$ cat src/rtl/ccc_pkg.sv
package ccc_pkg;

	// Session states
	typedef enum logic [2:0] {
		ST_IDLE       = 3'd0,
		ST_PEND_I     = 3'd1,
		ST_OPEN       = 3'd2,
		ST_PEND_U     = 3'd3,
		ST_PEND_T     = 3'd4,
		ST_PEND_E     = 3'd5,
		ST_PEND_B     = 3'd6,
		ST_TERMINATED = 3'd7
	} sess_state_t;

	localparam int CODE_W = 5;
	localparam int ACT_W  = 5;
	localparam int CFG_W  = 16;

	localparam logic [CFG_W-1:0] TIMEOUT_RESET = 16'd10;

	// Event codes
	localparam logic [CODE_W-1:0] EV_INITIAL_REQUEST   = 5'd0;
	localparam logic [CODE_W-1:0] EV_DIRECT_DEBIT_REQ  = 5'd1;
	localparam logic [CODE_W-1:0] EV_REFUND_REQ        = 5'd2;
	localparam logic [CODE_W-1:0] EV_CHECK_BAL_REQ     = 5'd3;
	localparam logic [CODE_W-1:0] EV_PRICE_ENQ_REQ     = 5'd4;
	localparam logic [CODE_W-1:0] EV_STORED_EVENT_SENT = 5'd5;
	localparam logic [CODE_W-1:0] EV_INITIAL_ANSWER    = 5'd6;
	localparam logic [CODE_W-1:0] EV_GRANT_NO_SESSION  = 5'd7;
	localparam logic [CODE_W-1:0] EV_TERMINATE_SERVICE = 5'd8;
	localparam logic [CODE_W-1:0] EV_GRANT_SERVICE     = 5'd9;
	localparam logic [CODE_W-1:0] EV_SERVICE_TERM      = 5'd10;
	localparam logic [CODE_W-1:0] EV_CHANGE_RATING     = 5'd11;
	localparam logic [CODE_W-1:0] EV_UNITS_ELAPSED     = 5'd12;
	localparam logic [CODE_W-1:0] EV_SENT_UPDATE_REQ   = 5'd13;
	localparam logic [CODE_W-1:0] EV_TERM_REQUEST      = 5'd14;
	localparam logic [CODE_W-1:0] EV_RAR_RECEIVED      = 5'd15;
	localparam logic [CODE_W-1:0] EV_UPDATE_ANSWER     = 5'd16;
	localparam logic [CODE_W-1:0] EV_TCC_EXPIRED       = 5'd17;
	localparam logic [CODE_W-1:0] EV_SUCCESS_TERM_ANS  = 5'd18;
	localparam logic [CODE_W-1:0] EV_TERM_ANSWER       = 5'd19;
	localparam logic [CODE_W-1:0] EV_FAILURE           = 5'd20;
	localparam logic [CODE_W-1:0] EV_DIRECT_DEBIT_ANS  = 5'd21;
	localparam logic [CODE_W-1:0] EV_REFUND_ANS        = 5'd22;
	localparam logic [CODE_W-1:0] EV_CHECK_BAL_ANS     = 5'd23;
	localparam logic [CODE_W-1:0] EV_PRICE_ENQ_ANS     = 5'd24;
	localparam logic [CODE_W-1:0] EV_STORE_REQ_T_FLAG  = 5'd25;
	localparam logic [CODE_W-1:0] EV_STORE_REQ         = 5'd26;
	localparam logic [CODE_W-1:0] EV_SUCCESS_ANSWER    = 5'd27;
	localparam logic [CODE_W-1:0] EV_FAILED_ANSWER     = 5'd28;
	localparam logic [CODE_W-1:0] EV_FAILURE_TO_SEND   = 5'd29;
	localparam logic [CODE_W-1:0] EV_TICK              = 5'd30;
	localparam logic [CODE_W-1:0] EV_EXPIRY            = 5'd30;
	localparam logic [CODE_W-1:0] EV_UNLISTED          = 5'd31;

	// Action routines
	localparam logic [ACT_W-1:0] ACT_NONE             = 5'd0;
	localparam logic [ACT_W-1:0] ACT_INITIAL_REQUEST  = 5'd1;
	localparam logic [ACT_W-1:0] ACT_SUCCESS_ANSWER   = 5'd2;
	localparam logic [ACT_W-1:0] ACT_INITIAL_ANSWER   = 5'd3;
	localparam logic [ACT_W-1:0] ACT_GRANT_SERVICE    = 5'd4;
	localparam logic [ACT_W-1:0] ACT_TERMINATE_SVC    = 5'd5;
	localparam logic [ACT_W-1:0] ACT_TERM_REQUEST     = 5'd6;
	localparam logic [ACT_W-1:0] ACT_TERM_ANSWER      = 5'd7;
	localparam logic [ACT_W-1:0] ACT_TX_EXPIRED       = 5'd8;
	localparam logic [ACT_W-1:0] ACT_SERVICE_TERM     = 5'd9;
	localparam logic [ACT_W-1:0] ACT_CHANGE_RATING    = 5'd10;
	localparam logic [ACT_W-1:0] ACT_UNITS_ELAPSED    = 5'd11;
	localparam logic [ACT_W-1:0] ACT_SEND_UPDATE      = 5'd12;
	localparam logic [ACT_W-1:0] ACT_RAA_AND_UPDATE   = 5'd13;
	localparam logic [ACT_W-1:0] ACT_UPDATE_ANSWER    = 5'd14;
	localparam logic [ACT_W-1:0] ACT_TCC_EXPIRED      = 5'd15;
	localparam logic [ACT_W-1:0] ACT_RAR_RECEIVED     = 5'd16;
	localparam logic [ACT_W-1:0] ACT_DIRECT_DEBIT_REQ = 5'd17;
	localparam logic [ACT_W-1:0] ACT_DIRECT_DEBIT_ANS = 5'd18;
	localparam logic [ACT_W-1:0] ACT_REFUND_REQ       = 5'd19;
	localparam logic [ACT_W-1:0] ACT_REFUND_ANS       = 5'd20;
	localparam logic [ACT_W-1:0] ACT_CHECK_BAL_REQ    = 5'd21;
	localparam logic [ACT_W-1:0] ACT_CHECK_BAL_ANS    = 5'd22;
	localparam logic [ACT_W-1:0] ACT_PRICE_ENQ_REQ    = 5'd23;
	localparam logic [ACT_W-1:0] ACT_PRICE_ENQ_ANS    = 5'd24;
	localparam logic [ACT_W-1:0] ACT_SERVICE_ERROR    = 5'd25;
	localparam logic [ACT_W-1:0] ACT_STORE_REQ_T_FLAG = 5'd26;
	localparam logic [ACT_W-1:0] ACT_STORE_REQ        = 5'd27;
	localparam logic [ACT_W-1:0] ACT_FAILED_ANSWER    = 5'd28;
	localparam logic [ACT_W-1:0] ACT_FAILURE_TO_SEND  = 5'd29;

	// One transition table entry
	typedef struct packed {
		logic             hit;
		sess_state_t      nxt;
		logic [ACT_W-1:0] act;
	} tbl_entry_t;

	// Result of one step
	typedef struct packed {
		sess_state_t      state;
		logic [ACT_W-1:0] act;
		logic             req;
		logic             wild;
		logic             fired;
	} step_res_t;

	function automatic tbl_entry_t ent(sess_state_t nxt, logic [ACT_W-1:0] act);
		tbl_entry_t e;
		e.hit = 1'b1;
		e.nxt = nxt;
		e.act = act;
		return e;
	endfunction

	// Transition table; a miss has hit low
	function automatic tbl_entry_t tbl_lookup(sess_state_t st, logic [CODE_W-1:0] ev);
		tbl_entry_t e;
		e = '{hit: 1'b0, nxt: ST_TERMINATED, act: ACT_NONE};
		unique case (st)
			ST_IDLE: begin
				unique case (ev)
					EV_INITIAL_REQUEST:   e = ent(ST_PEND_I, ACT_INITIAL_REQUEST);
					EV_DIRECT_DEBIT_REQ:  e = ent(ST_PEND_E, ACT_DIRECT_DEBIT_REQ);
					EV_REFUND_REQ:        e = ent(ST_PEND_E, ACT_REFUND_REQ);
					EV_CHECK_BAL_REQ:     e = ent(ST_PEND_E, ACT_CHECK_BAL_REQ);
					EV_PRICE_ENQ_REQ:     e = ent(ST_PEND_E, ACT_PRICE_ENQ_REQ);
					EV_STORED_EVENT_SENT: e = ent(ST_PEND_B, ACT_NONE);
					EV_INITIAL_ANSWER:    e = ent(ST_IDLE, ACT_NONE);
					default: ;
				endcase
			end
			ST_PEND_I: begin
				unique case (ev)
					EV_INITIAL_ANSWER:    e = ent(ST_OPEN, ACT_INITIAL_ANSWER);
					EV_GRANT_NO_SESSION:  e = ent(ST_IDLE, ACT_GRANT_SERVICE);
					EV_TERMINATE_SERVICE: e = ent(ST_IDLE, ACT_TERMINATE_SVC);
					EV_EXPIRY:            e = ent(ST_PEND_I, ACT_TX_EXPIRED);
					EV_GRANT_SERVICE:     e = ent(ST_PEND_I, ACT_GRANT_SERVICE);
					EV_SERVICE_TERM:      e = ent(ST_PEND_I, ACT_SERVICE_TERM);
					EV_CHANGE_RATING:     e = ent(ST_PEND_I, ACT_CHANGE_RATING);
					default: ;
				endcase
			end
			ST_OPEN: begin
				unique case (ev)
					EV_UNITS_ELAPSED:   e = ent(ST_OPEN, ACT_UNITS_ELAPSED);
					EV_SENT_UPDATE_REQ: e = ent(ST_PEND_U, ACT_NONE);
					EV_TERM_REQUEST:    e = ent(ST_PEND_T, ACT_TERM_REQUEST);
					EV_CHANGE_RATING:   e = ent(ST_PEND_U, ACT_SEND_UPDATE);
					EV_SERVICE_TERM:    e = ent(ST_PEND_T, ACT_NONE);
					EV_RAR_RECEIVED:    e = ent(ST_PEND_U, ACT_RAA_AND_UPDATE);
					default: ;
				endcase
			end
			ST_PEND_U: begin
				unique case (ev)
					EV_UPDATE_ANSWER:     e = ent(ST_OPEN, ACT_UPDATE_ANSWER);
					EV_GRANT_NO_SESSION:  e = ent(ST_IDLE, ACT_GRANT_SERVICE);
					EV_TERMINATE_SERVICE: e = ent(ST_IDLE, ACT_TERMINATE_SVC);
					EV_TCC_EXPIRED:       e = ent(ST_PEND_U, ACT_TCC_EXPIRED);
					EV_GRANT_SERVICE:     e = ent(ST_PEND_U, ACT_GRANT_SERVICE);
					EV_SERVICE_TERM:      e = ent(ST_PEND_U, ACT_SERVICE_TERM);
					EV_CHANGE_RATING:     e = ent(ST_PEND_U, ACT_CHANGE_RATING);
					EV_RAR_RECEIVED:      e = ent(ST_PEND_U, ACT_RAR_RECEIVED);
					default: ;
				endcase
			end
			ST_PEND_T: begin
				unique case (ev)
					EV_SUCCESS_TERM_ANS: e = ent(ST_IDLE, ACT_NONE);
					EV_TERM_ANSWER:      e = ent(ST_IDLE, ACT_TERM_ANSWER);
					EV_FAILURE:          e = ent(ST_IDLE, ACT_NONE);
					EV_CHANGE_RATING:    e = ent(ST_PEND_T, ACT_NONE);
					default: ;
				endcase
			end
			ST_PEND_E: begin
				unique case (ev)
					EV_DIRECT_DEBIT_ANS:  e = ent(ST_IDLE, ACT_DIRECT_DEBIT_ANS);
					EV_REFUND_ANS:        e = ent(ST_IDLE, ACT_REFUND_ANS);
					EV_CHECK_BAL_ANS:     e = ent(ST_IDLE, ACT_CHECK_BAL_ANS);
					EV_PRICE_ENQ_ANS:     e = ent(ST_IDLE, ACT_PRICE_ENQ_ANS);
					EV_FAILURE:           e = ent(ST_IDLE, ACT_SERVICE_ERROR);
					EV_TERMINATE_SERVICE: e = ent(ST_IDLE, ACT_TERMINATE_SVC);
					EV_GRANT_SERVICE:     e = ent(ST_IDLE, ACT_GRANT_SERVICE);
					EV_TCC_EXPIRED:       e = ent(ST_PEND_E, ACT_TCC_EXPIRED);
					EV_STORE_REQ_T_FLAG:  e = ent(ST_IDLE, ACT_STORE_REQ_T_FLAG);
					EV_STORE_REQ:         e = ent(ST_IDLE, ACT_STORE_REQ);
					default: ;
				endcase
			end
			ST_PEND_B: begin
				unique case (ev)
					EV_SUCCESS_ANSWER:  e = ent(ST_IDLE, ACT_SUCCESS_ANSWER);
					EV_FAILED_ANSWER:   e = ent(ST_IDLE, ACT_FAILED_ANSWER);
					EV_FAILURE_TO_SEND: e = ent(ST_IDLE, ACT_FAILURE_TO_SEND);
					default: ;
				endcase
			end
			default: ;
		endcase
		return e;
	endfunction

	// Actions that send a credit control request
	function automatic logic sends_request(logic [ACT_W-1:0] act);
		return (act == ACT_INITIAL_REQUEST) || (act == ACT_TERM_REQUEST) ||
			(act == ACT_DIRECT_DEBIT_REQ) || (act == ACT_REFUND_REQ) ||
			(act == ACT_CHECK_BAL_REQ) || (act == ACT_PRICE_ENQ_REQ);
	endfunction

endpackage

$ cat src/rtl/credit_control_client_session_fsm.sv
// Credit control client session machine. Each accepted item is an event code
// (0..29 table events, 30 tick, 31 unlisted) and gives exactly one result:
// the new session state, the action routine, a request-sent flag, a wildcard
// flag and a timer-expired flag. The block takes one item per cycle while the
// output is not stalled; an item is held in the input register, then the table
// lookup and timer update run in one pass into the result register, which
// presents the result. The session state and answer timer live in flip-flops
// next to the result register. The answer timeout register may be written only
// while no item is in flight.
module credit_control_client_session_fsm #(
	parameter int TIMER_BITS = 16
) (
	input  logic                        clk,
	input  logic                        arst_n,
	input  logic                        cfg_wr_en,
	input  logic [ccc_pkg::CFG_W-1:0]   cfg_wr_data,
	input  logic                        in_valid,
	output logic                        in_stall,
	input  logic [ccc_pkg::CODE_W-1:0]  event_code,
	output logic                        out_valid,
	input  logic                        out_stall,
	output logic [2:0]                  session_state,
	output logic [ccc_pkg::ACT_W-1:0]   action_taken,
	output logic                        request_sent,
	output logic                        wildcard_hit,
	output logic                        timer_fired
);
	import ccc_pkg::*;

	localparam logic [32:0] TIMER_MAX = (33'd1 << TIMER_BITS) - 33'd1;

	logic [CFG_W-1:0]      timeout_q;
	logic                  valid_s1;
	logic [CODE_W-1:0]     code_s1;
	logic                  out_valid_q;
	step_res_t             res_q;
	sess_state_t           state_q;
	logic [TIMER_BITS-1:0] timer_q;
	logic                  armed_q;

	sess_state_t           state_nxt;
	logic [TIMER_BITS-1:0] timer_nxt;
	logic                  armed_nxt;
	step_res_t             res_w;
	logic [32:0]           load_ext;
	logic [32:0]           load_sat;
	logic [TIMER_BITS-1:0] timer_load;
	logic                  out_free;
	logic                  adv;

	// Saturate the timeout to the timer width
	assign load_ext   = {17'b0, timeout_q};
	assign load_sat   = (load_ext > TIMER_MAX) ? TIMER_MAX : load_ext;
	assign timer_load = load_sat[TIMER_BITS-1:0];

	// Handshake: the input register advances when the result register frees up
	assign out_free  = !out_valid_q || !out_stall;
	assign adv       = valid_s1 && out_free;
	assign in_stall  = valid_s1 && !out_free;
	assign out_valid = out_valid_q;

	ccc_step #(
		.TIMER_BITS(TIMER_BITS)
	) u_step (
		.state_cur (state_q),
		.timer_cur (timer_q),
		.armed_cur (armed_q),
		.code      (code_s1),
		.timer_load(timer_load),
		.state_nxt (state_nxt),
		.timer_nxt (timer_nxt),
		.armed_nxt (armed_nxt),
		.res       (res_w)
	);

	// Hold control state, timer and the timeout register
	always_ff @(posedge clk or negedge arst_n) begin
		if (!arst_n) begin
			timeout_q   <= TIMEOUT_RESET;
			valid_s1    <= 1'b0;
			out_valid_q <= 1'b0;
			state_q     <= ST_IDLE;
			timer_q     <= '0;
			armed_q     <= 1'b0;
		end else begin
			if (cfg_wr_en) begin
				timeout_q <= cfg_wr_data;
			end
			if (!in_stall) begin
				valid_s1 <= in_valid;
			end
			if (out_free) begin
				out_valid_q <= valid_s1;
			end
			if (adv) begin
				state_q <= state_nxt;
				timer_q <= timer_nxt;
				armed_q <= armed_nxt;
			end
		end
	end

	// Capture payload into the input and result registers
	always_ff @(posedge clk) begin
		if (in_valid && !in_stall) begin
			code_s1 <= event_code;
		end
		if (adv) begin
			res_q <= res_w;
		end
	end

	assign session_state = res_q.state;
	assign action_taken  = res_q.act;
	assign request_sent  = res_q.req;
	assign wildcard_hit  = res_q.wild;
	assign timer_fired   = res_q.fired;

endmodule

$ cat src/rtl/ccc_step.sv
module ccc_step #(
	parameter int TIMER_BITS = 16
) (
	input  ccc_pkg::sess_state_t      state_cur,
	input  logic [TIMER_BITS-1:0]     timer_cur,
	input  logic                      armed_cur,
	input  logic [ccc_pkg::CODE_W-1:0] code,
	input  logic [TIMER_BITS-1:0]     timer_load,
	output ccc_pkg::sess_state_t      state_nxt,
	output logic [TIMER_BITS-1:0]     timer_nxt,
	output logic                      armed_nxt,
	output ccc_pkg::step_res_t        res
);
	import ccc_pkg::*;

	tbl_entry_t        ent_w;
	logic [CODE_W-1:0] ev_w;
	logic              apply_w;
	logic [ACT_W-1:0]  act_w;
	logic              wild_w;
	logic              fired_w;

	// Pick the event to apply: a code, or the expiry event on timer run-out
	always_comb begin
		ev_w    = code;
		apply_w = 1'b0;
		fired_w = 1'b0;
		if (code == EV_TICK) begin
			ev_w = EV_EXPIRY;
			if (armed_cur && (timer_cur <= TIMER_BITS'(1))) begin
				apply_w = 1'b1;
				fired_w = 1'b1;
			end
		end else if (code != EV_UNLISTED) begin
			apply_w = 1'b1;
		end
	end

	assign ent_w = tbl_lookup(state_cur, ev_w);

	// Advance session state and timer
	always_comb begin
		state_nxt = state_cur;
		timer_nxt = timer_cur;
		armed_nxt = armed_cur;
		act_w     = ACT_NONE;
		wild_w    = 1'b0;
		if (code == EV_TICK && armed_cur) begin
			if (fired_w) begin
				timer_nxt = '0;
				armed_nxt = 1'b0;
			end else begin
				timer_nxt = timer_cur - TIMER_BITS'(1);
			end
		end
		if (state_cur != ST_TERMINATED) begin
			if (code == EV_UNLISTED) begin
				state_nxt = ST_TERMINATED;
				wild_w    = 1'b1;
			end else if (apply_w) begin
				if (!ent_w.hit) begin
					state_nxt = ST_TERMINATED;
					wild_w    = 1'b1;
				end else begin
					state_nxt = ent_w.nxt;
					act_w     = ent_w.act;
					if (ent_w.act == ACT_INITIAL_REQUEST) begin
						timer_nxt = timer_load;
						armed_nxt = 1'b1;
					end else if (ent_w.act == ACT_INITIAL_ANSWER) begin
						armed_nxt = 1'b0;
					end
				end
			end
		end
	end

	assign res.state = state_nxt;
	assign res.act   = act_w;
	assign res.req   = sends_request(act_w);
	assign res.wild  = wild_w;
	assign res.fired = fired_w;

endmodule

$ cat config.mk
export PLATFORM = sky130hd
export DESIGN_NAME = credit_control_client_session_fsm
export DESIGN_NICKNAME = d
export VERILOG_FILES = /design/src/rtl/ccc_pkg.sv /design/src/rtl/credit_control_client_session_fsm.sv /design/src/rtl/ccc_step.sv
export SDC_FILE = /design/constraint.sdc
export NUM_CORES = 1
export LEC_CHECK = 0
export BUFFER_PORTS_ARGS = -buffer_cell sky130_fd_sc_hd__buf_2
export CORE_MARGIN = 2
export CORE_UTILIZATION = 55
export CTS_CLUSTER_SIZE = 40
export DETAILED_ROUTE_END_ITERATION = 12
export GPL_TIMING_DRIVEN = 1
export PLACE_DENSITY = 0.75
export SLEW_MARGIN = 40
export SYNTH_ARGS = -nofsm -noshare
export SYNTH_HDL_FRONTEND = slang
export SYNTH_SLANG_ARGS = --single-unit
$ cat constraint.sdc
create_clock -name clk -period 4.8 [get_ports clk]
set_input_delay 0.96 -clock clk [delete_from_list [all_inputs] [get_ports clk]]
set_output_delay 0.96 -clock clk [all_outputs]
set_load 0.01 [all_outputs]
# == Word-level counts from Yosys, hierarchy flattened ==
# Cells that the tools add are included.
# totals
reg_bits,54
input_bits,26
out_inout_bits,13
word_cells,121
# op_classes
addsub,1
magnitude_cmp,2
n_eq_ne,48
muxes,40
reduce_logical,18
# ops
op,count
$pmux 9 s7,3
$mux 16,8
$eq 5x5->1 const B,21
$pmux 9 s10,1
$pmux 9 s8,1
$pmux 9 s3,2
$pmux 9 s6,1
$eq 5x4->1 const B,8
$eq 5x3->1 const B,5
$mux 5,5
$gt 16x16->1 const B,1
$le 16x1->1 const B,1
$sub 16x1->16 const B,1
$eq 5x1->1 const B,3
$eq 5x2->1 const B,3
$mux 1,15
$mux 3,4
$eq 3x3->1 const B,3
$eq 3x2->1 const B,2
$logic_or 1x1->1,6
$logic_and 1x1->1,5
$logic_not 5->1,1
$ne 5x5->1 const B,1
$logic_not 1->1,4
4 further kinds,4

# == Longest topological paths before layout ==
# logic_depth
depth_word,16
depth_mapped,11
mapped_depth_nobuf,8

# == By module ==
# A second synthesis with hierarchy kept.
# hier_totals
hier_cells,417
area_unflattened_um2,3890.0
# by_module_without_submodules
mod,instances,cells_per_inst,area_each_um2,seq_area_each_um2
ccc_step,1,317,1968.1,0.0
credit_control_client_session_fsm,1,100,1921.8,1433.9

# == Least setup slack after synthesis ==
# Ideal clock, no wire load.
# synth_path
path_type,reg-to-reg
from,register timer_q[3]
to,register res_q (netlist bit session_state[2]) (data pin)
setup_time_ns,0.262
arrival_ns,2.235
required_ns,4.538
slack_ns,2.304
path_stages_with_launch,8
n_path_buf,0
period_less_slack_ns,2.496
path_cell_list,dfrtp_1 -> or4_4 -> or3_4 -> nor3_4 -> a211o_2 -> o211a_4 -> nor4b_4 -> o21ai_1
# synth_lines
element,line,source
from (decl),credit_control_client_session_fsm.sv:38,logic [TIMER_BITS-1:0] timer_q;
from (signal assigned),credit_control_client_session_fsm.sv:97,timer_q <= timer_nxt;
to (signal assigned),credit_control_client_session_fsm.sv:109,res_q <= res_w;
to (decl),credit_control_client_session_fsm.sv:36,step_res_t res_q;

# == Final worst setup path ==
# layout_path
from,register state_q[2]
to,register timer_q[0]
# layout_between
elab_chain_len,8
word_cells_on_any_way,15
cone_classes,8 x eq/ne; 6 x mux; 1 x reduce/logical
# layout_lines
element,line,source
from (decl),credit_control_client_session_fsm.sv:37,sess_state_t state_q;
from (signal assigned),credit_control_client_session_fsm.sv:96,state_q <= state_nxt;
$eq 3x3->1 (tied with other cells),ccc_pkg.sv:116,unique case (st)
$pmux 9 s7,ccc_pkg.sv:116,
$eq 5x1->1,ccc_step.sv:67,if (ent_w.act == ACT_INITIAL_REQUEST) begin
$mux 16,ccc_step.sv:67,
$mux 16,ccc_step.sv:61,if (!ent_w.hit) begin
$mux 16,ccc_step.sv:60,end else if (apply_w) begin
$mux 16,ccc_step.sv:57,if (code == EV_UNLISTED) begin
$mux 16 (*),ccc_step.sv:56,if (state_cur != ST_TERMINATED) begin
# Mark *: on every way between the ends. The rest lies on a longest branch, timed or not.
# A chain may end at the register's enable or synchronous reset.

==> summary.md <==
| Metric | Value |
|---|---|
| Worst-margin pin slew | 0.768 ns |
| Ys async rst share | 70.4% |
| Dpl hpwl | 7.03 mm |
| Critical path class | register to register |
| Critical path arrival | 3.76 ns |
| Mapped Cells | 438 |
| Slew HR | 48.8% |
| Total chip power | 0.00100 W |
| Overall routing resource usage | 26.4% |
| Die area | 0.00783 mm2 |
| Maximum VDD drop | 0.175 mV |
| Starting Density | 57.5% |
| Synth warn | 0 |
| WHS Path Cells | 1 |
| Initial antenna violation count | 0 |
| Final setup vio count | 0 |
| Number of synthesized flops with an enable pin | 16 |
| Crit path cell chain | nand2b_1, nor4_1, o21ai_0, and4_1, nand4bb_1, nor3_1, a221o_1 |
| 1st-iter DRT viols | 499 |
| Status | finished clean |
| Min-delay worst type | register to register |
| Largest net degree at the start of global routing | 39 |
| R2R setup slack | 1.29 ns |
| Min cycle time layout | 3.51 ns |
| Area grow syn2layout | 6.69% |
| Design area | 0.00419 mm2 |
| Fin nets | 483 |
| Crit start category | register |
| Die X | 88.5 um |
| Root buffer selected by CTS | clkbuf_8 |
| WL per Instance | 17.8 um |
| Most frequent cells in the layout | nand2_1, buf_2, dfrtp_1 |
| Average size of a mapped cell | 8.96 um2 |
| Synth cell types | 82 |
| Max Cap Viol | 0 |
| First-pass GRT wire length | 16.3 mm |
| Synth Register Bits | 54 |
| Layout cells sized above 1 | 19.5% |
| Cts-stage hold buffer count | 0 |
| Vias | 3578 |
| Layout Skew | 0.00966 ns |
| Pre-Repair DR Iteration Count | 6 |
| DP Area | 0.00407 mm2 |
| Antenna Nets Post-Route | 0 |
| Post-layout util | 61.3% |
| Setup TNS Final | 0 ns |
| Clk Latency, worst-skew pair | 0.31 ns |
| Total CTS buffers | 5 |
| Core Region | 0.00683 mm2 |
| Worst-path clk slew | 0.10 ns |
| Number of top-level pins | 39 |
| Critical Path Slowest Stage Cell | dfrtp_1 |
| Leak pwr | 1.59 nW |
| Htree depth | 2 |
| Clk buf depth | 2 |
| FF-to-FF path depth | 7 |
| Synthesized area | 0.00393 mm2 |
| WL final | 9.82 mm |
| Dominant synthesized flop cell | dfrtp_1 |
| Cell Rows | 30 |
| Filler cells | 620 |
| Peak Freq | 285 MHz |
| Fin. max-slew vios | 0 |
| Vias in the first global route | 3388 |
| Commonest non-fill, non-tap cell in the layout | nand2_1 |
| CP Max Fanout | 21 |
| I/O Buffers | 38 |
| Vias per inst | 6.48 |
| Fin. Hold Viols | 0 |
| Final routed DRC violation total | 0 |
| Syn_nets | 466 |
| GRT overflow | 0 |
| Post-CTS sizing | 0 |
| GPL Wtd Cong | 1.07 |
| Critical Path Max Stage Delay | 0.81 ns |
| CTS tree | built |
| Post-CTS Setup Bufs | 0 |
| CP Capture Type | register |
| DP Worst Slack | 1.43 ns |
| Period utilization | 73.1% |
| Post-route worst setup slack | 1.29 ns |
| Seq/Total Area, Yosys | 36.5% |
| Data required time of the worst path | 5.05 ns |
| Ant. Diodes | 0 |
| Unrepaired setup endpoints after global routing | false |
| Clock sink total | 54 |
| Die Ht | 88.5 um |
| Power per cell area | 239 mW/mm2 |
critical path: cells and delay by family, from the launching register on:
family / cells / cell delay, ns
simple gates: 5 / 2.23
flops: 1 / 0.81
compound gates: 2 / 0.40
where the power goes:
part	switching (W)	leakage, nW	internal, W	total, W
clock	0.000154	0.0563	0.000159	0.000313
sequential	0.0000284	0.559	0.000503	0.000532
combinational	0.0000928	0.973	0.0000651	0.000158
routing by layer:
layer	wire length [um]	GRT usage [%]
met1	4270	35.9
met2	4490	41.2
met3	657	3.73
met4	404	13.6
met5	0	0
synthesized netlist by cell type (all sizes together), types with 5 or more instances:
master | n | area (um2)
a221o | 5 | 51.3
nor2 | 28 | 108
inv | 15 | 56.3
nor2b | 12 | 75.1
nand3b | 7 | 52.6
nor4 | 7 | 43.8
a31oi | 7 | 43.8
nand3 | 13 | 65.1
mux2 | 15 | 169
a22oi | 6 | 45.0
and2 | 7 | 43.8
buf | 24 | 178
or2 | 6 | 37.5
clkbuf | 9 | 33.8
o211ai | 7 | 52.6
dfrtp | 36 | 901
nor3 | 25 | 141
nand2b | 17 | 109
o31ai | 7 | 52.6
nand4 | 5 | 31.3
edfxtp | 16 | 480
a21oi | 18 | 90.1
nand2 | 39 | 146
o21ai | 23 | 115
nor4b | 5 | 58.8
cell families (layout without fill, tap and decap cells):
| logic type | after synthesis | in the layout | share of synthesized area (%) |
|---|---|---|---|
| buffers and inverters | 48 | 66 | 6.82 |
| AO/OA/AOI/OAI | 123 | 123 | 22.8 |
| AND/OR/NAND/NOR | 194 | 194 | 28.4 |
| flip-flops | 54 | 54 | 36.5 |
| adder cells (fa/ha/maj) | 2 | 2 | 0.637 |
| XOR/XNOR | 1 | 1 | 0.223 |
| multiplexers | 16 | 16 | 4.56 |
flip-flops by register name, summed over array words and instances (netlist names), 3 cells and up:
| register | cells |
|---|---|
| timeout_q | 16 |
| timer_q | 16 |
| action_taken | 5 |
| code_s1 | 5 |
| session_state | 3 |
| state_q | 3 |
final timing paths:
check | startpoint | end
worst max-delay path | state_q[2] | timer_q[0]
worst min-delay path | valid_s1 | out_valid
worst max register to register | state_q[2] | timer_q[0]
worst min register to register | valid_s1 | out_valid
max in group asynchronous | arst_n | timeout_q[3]
min in group asynchronous | arst_n | timeout_q[11]
per-stage QoR:
stage / hold WS (ns) / std cells
CTS: 0.496 / 552
detailed placement: 0.483 / 544
global placement: 0.466 / 543
floorplan: 0.456 / 438
global route: 0.534 / 552
finish: 0.496 / 552
final cells by class:
type / instances / area (um2) / share of cell area [%]
multi-input combinational: 336 / 2220 / 53.1
sequential: 54 / 1440 / 34.3
timing repair buffer: 43 / 234 / 5.59
tap: 96 / 120 / 2.87
clock buffer: 5 / 68.8 / 1.64
inverter: 15 / 56.3 / 1.34
clock inverter: 3 / 48.8 / 1.17
Power figures use the tool's default switching activity.
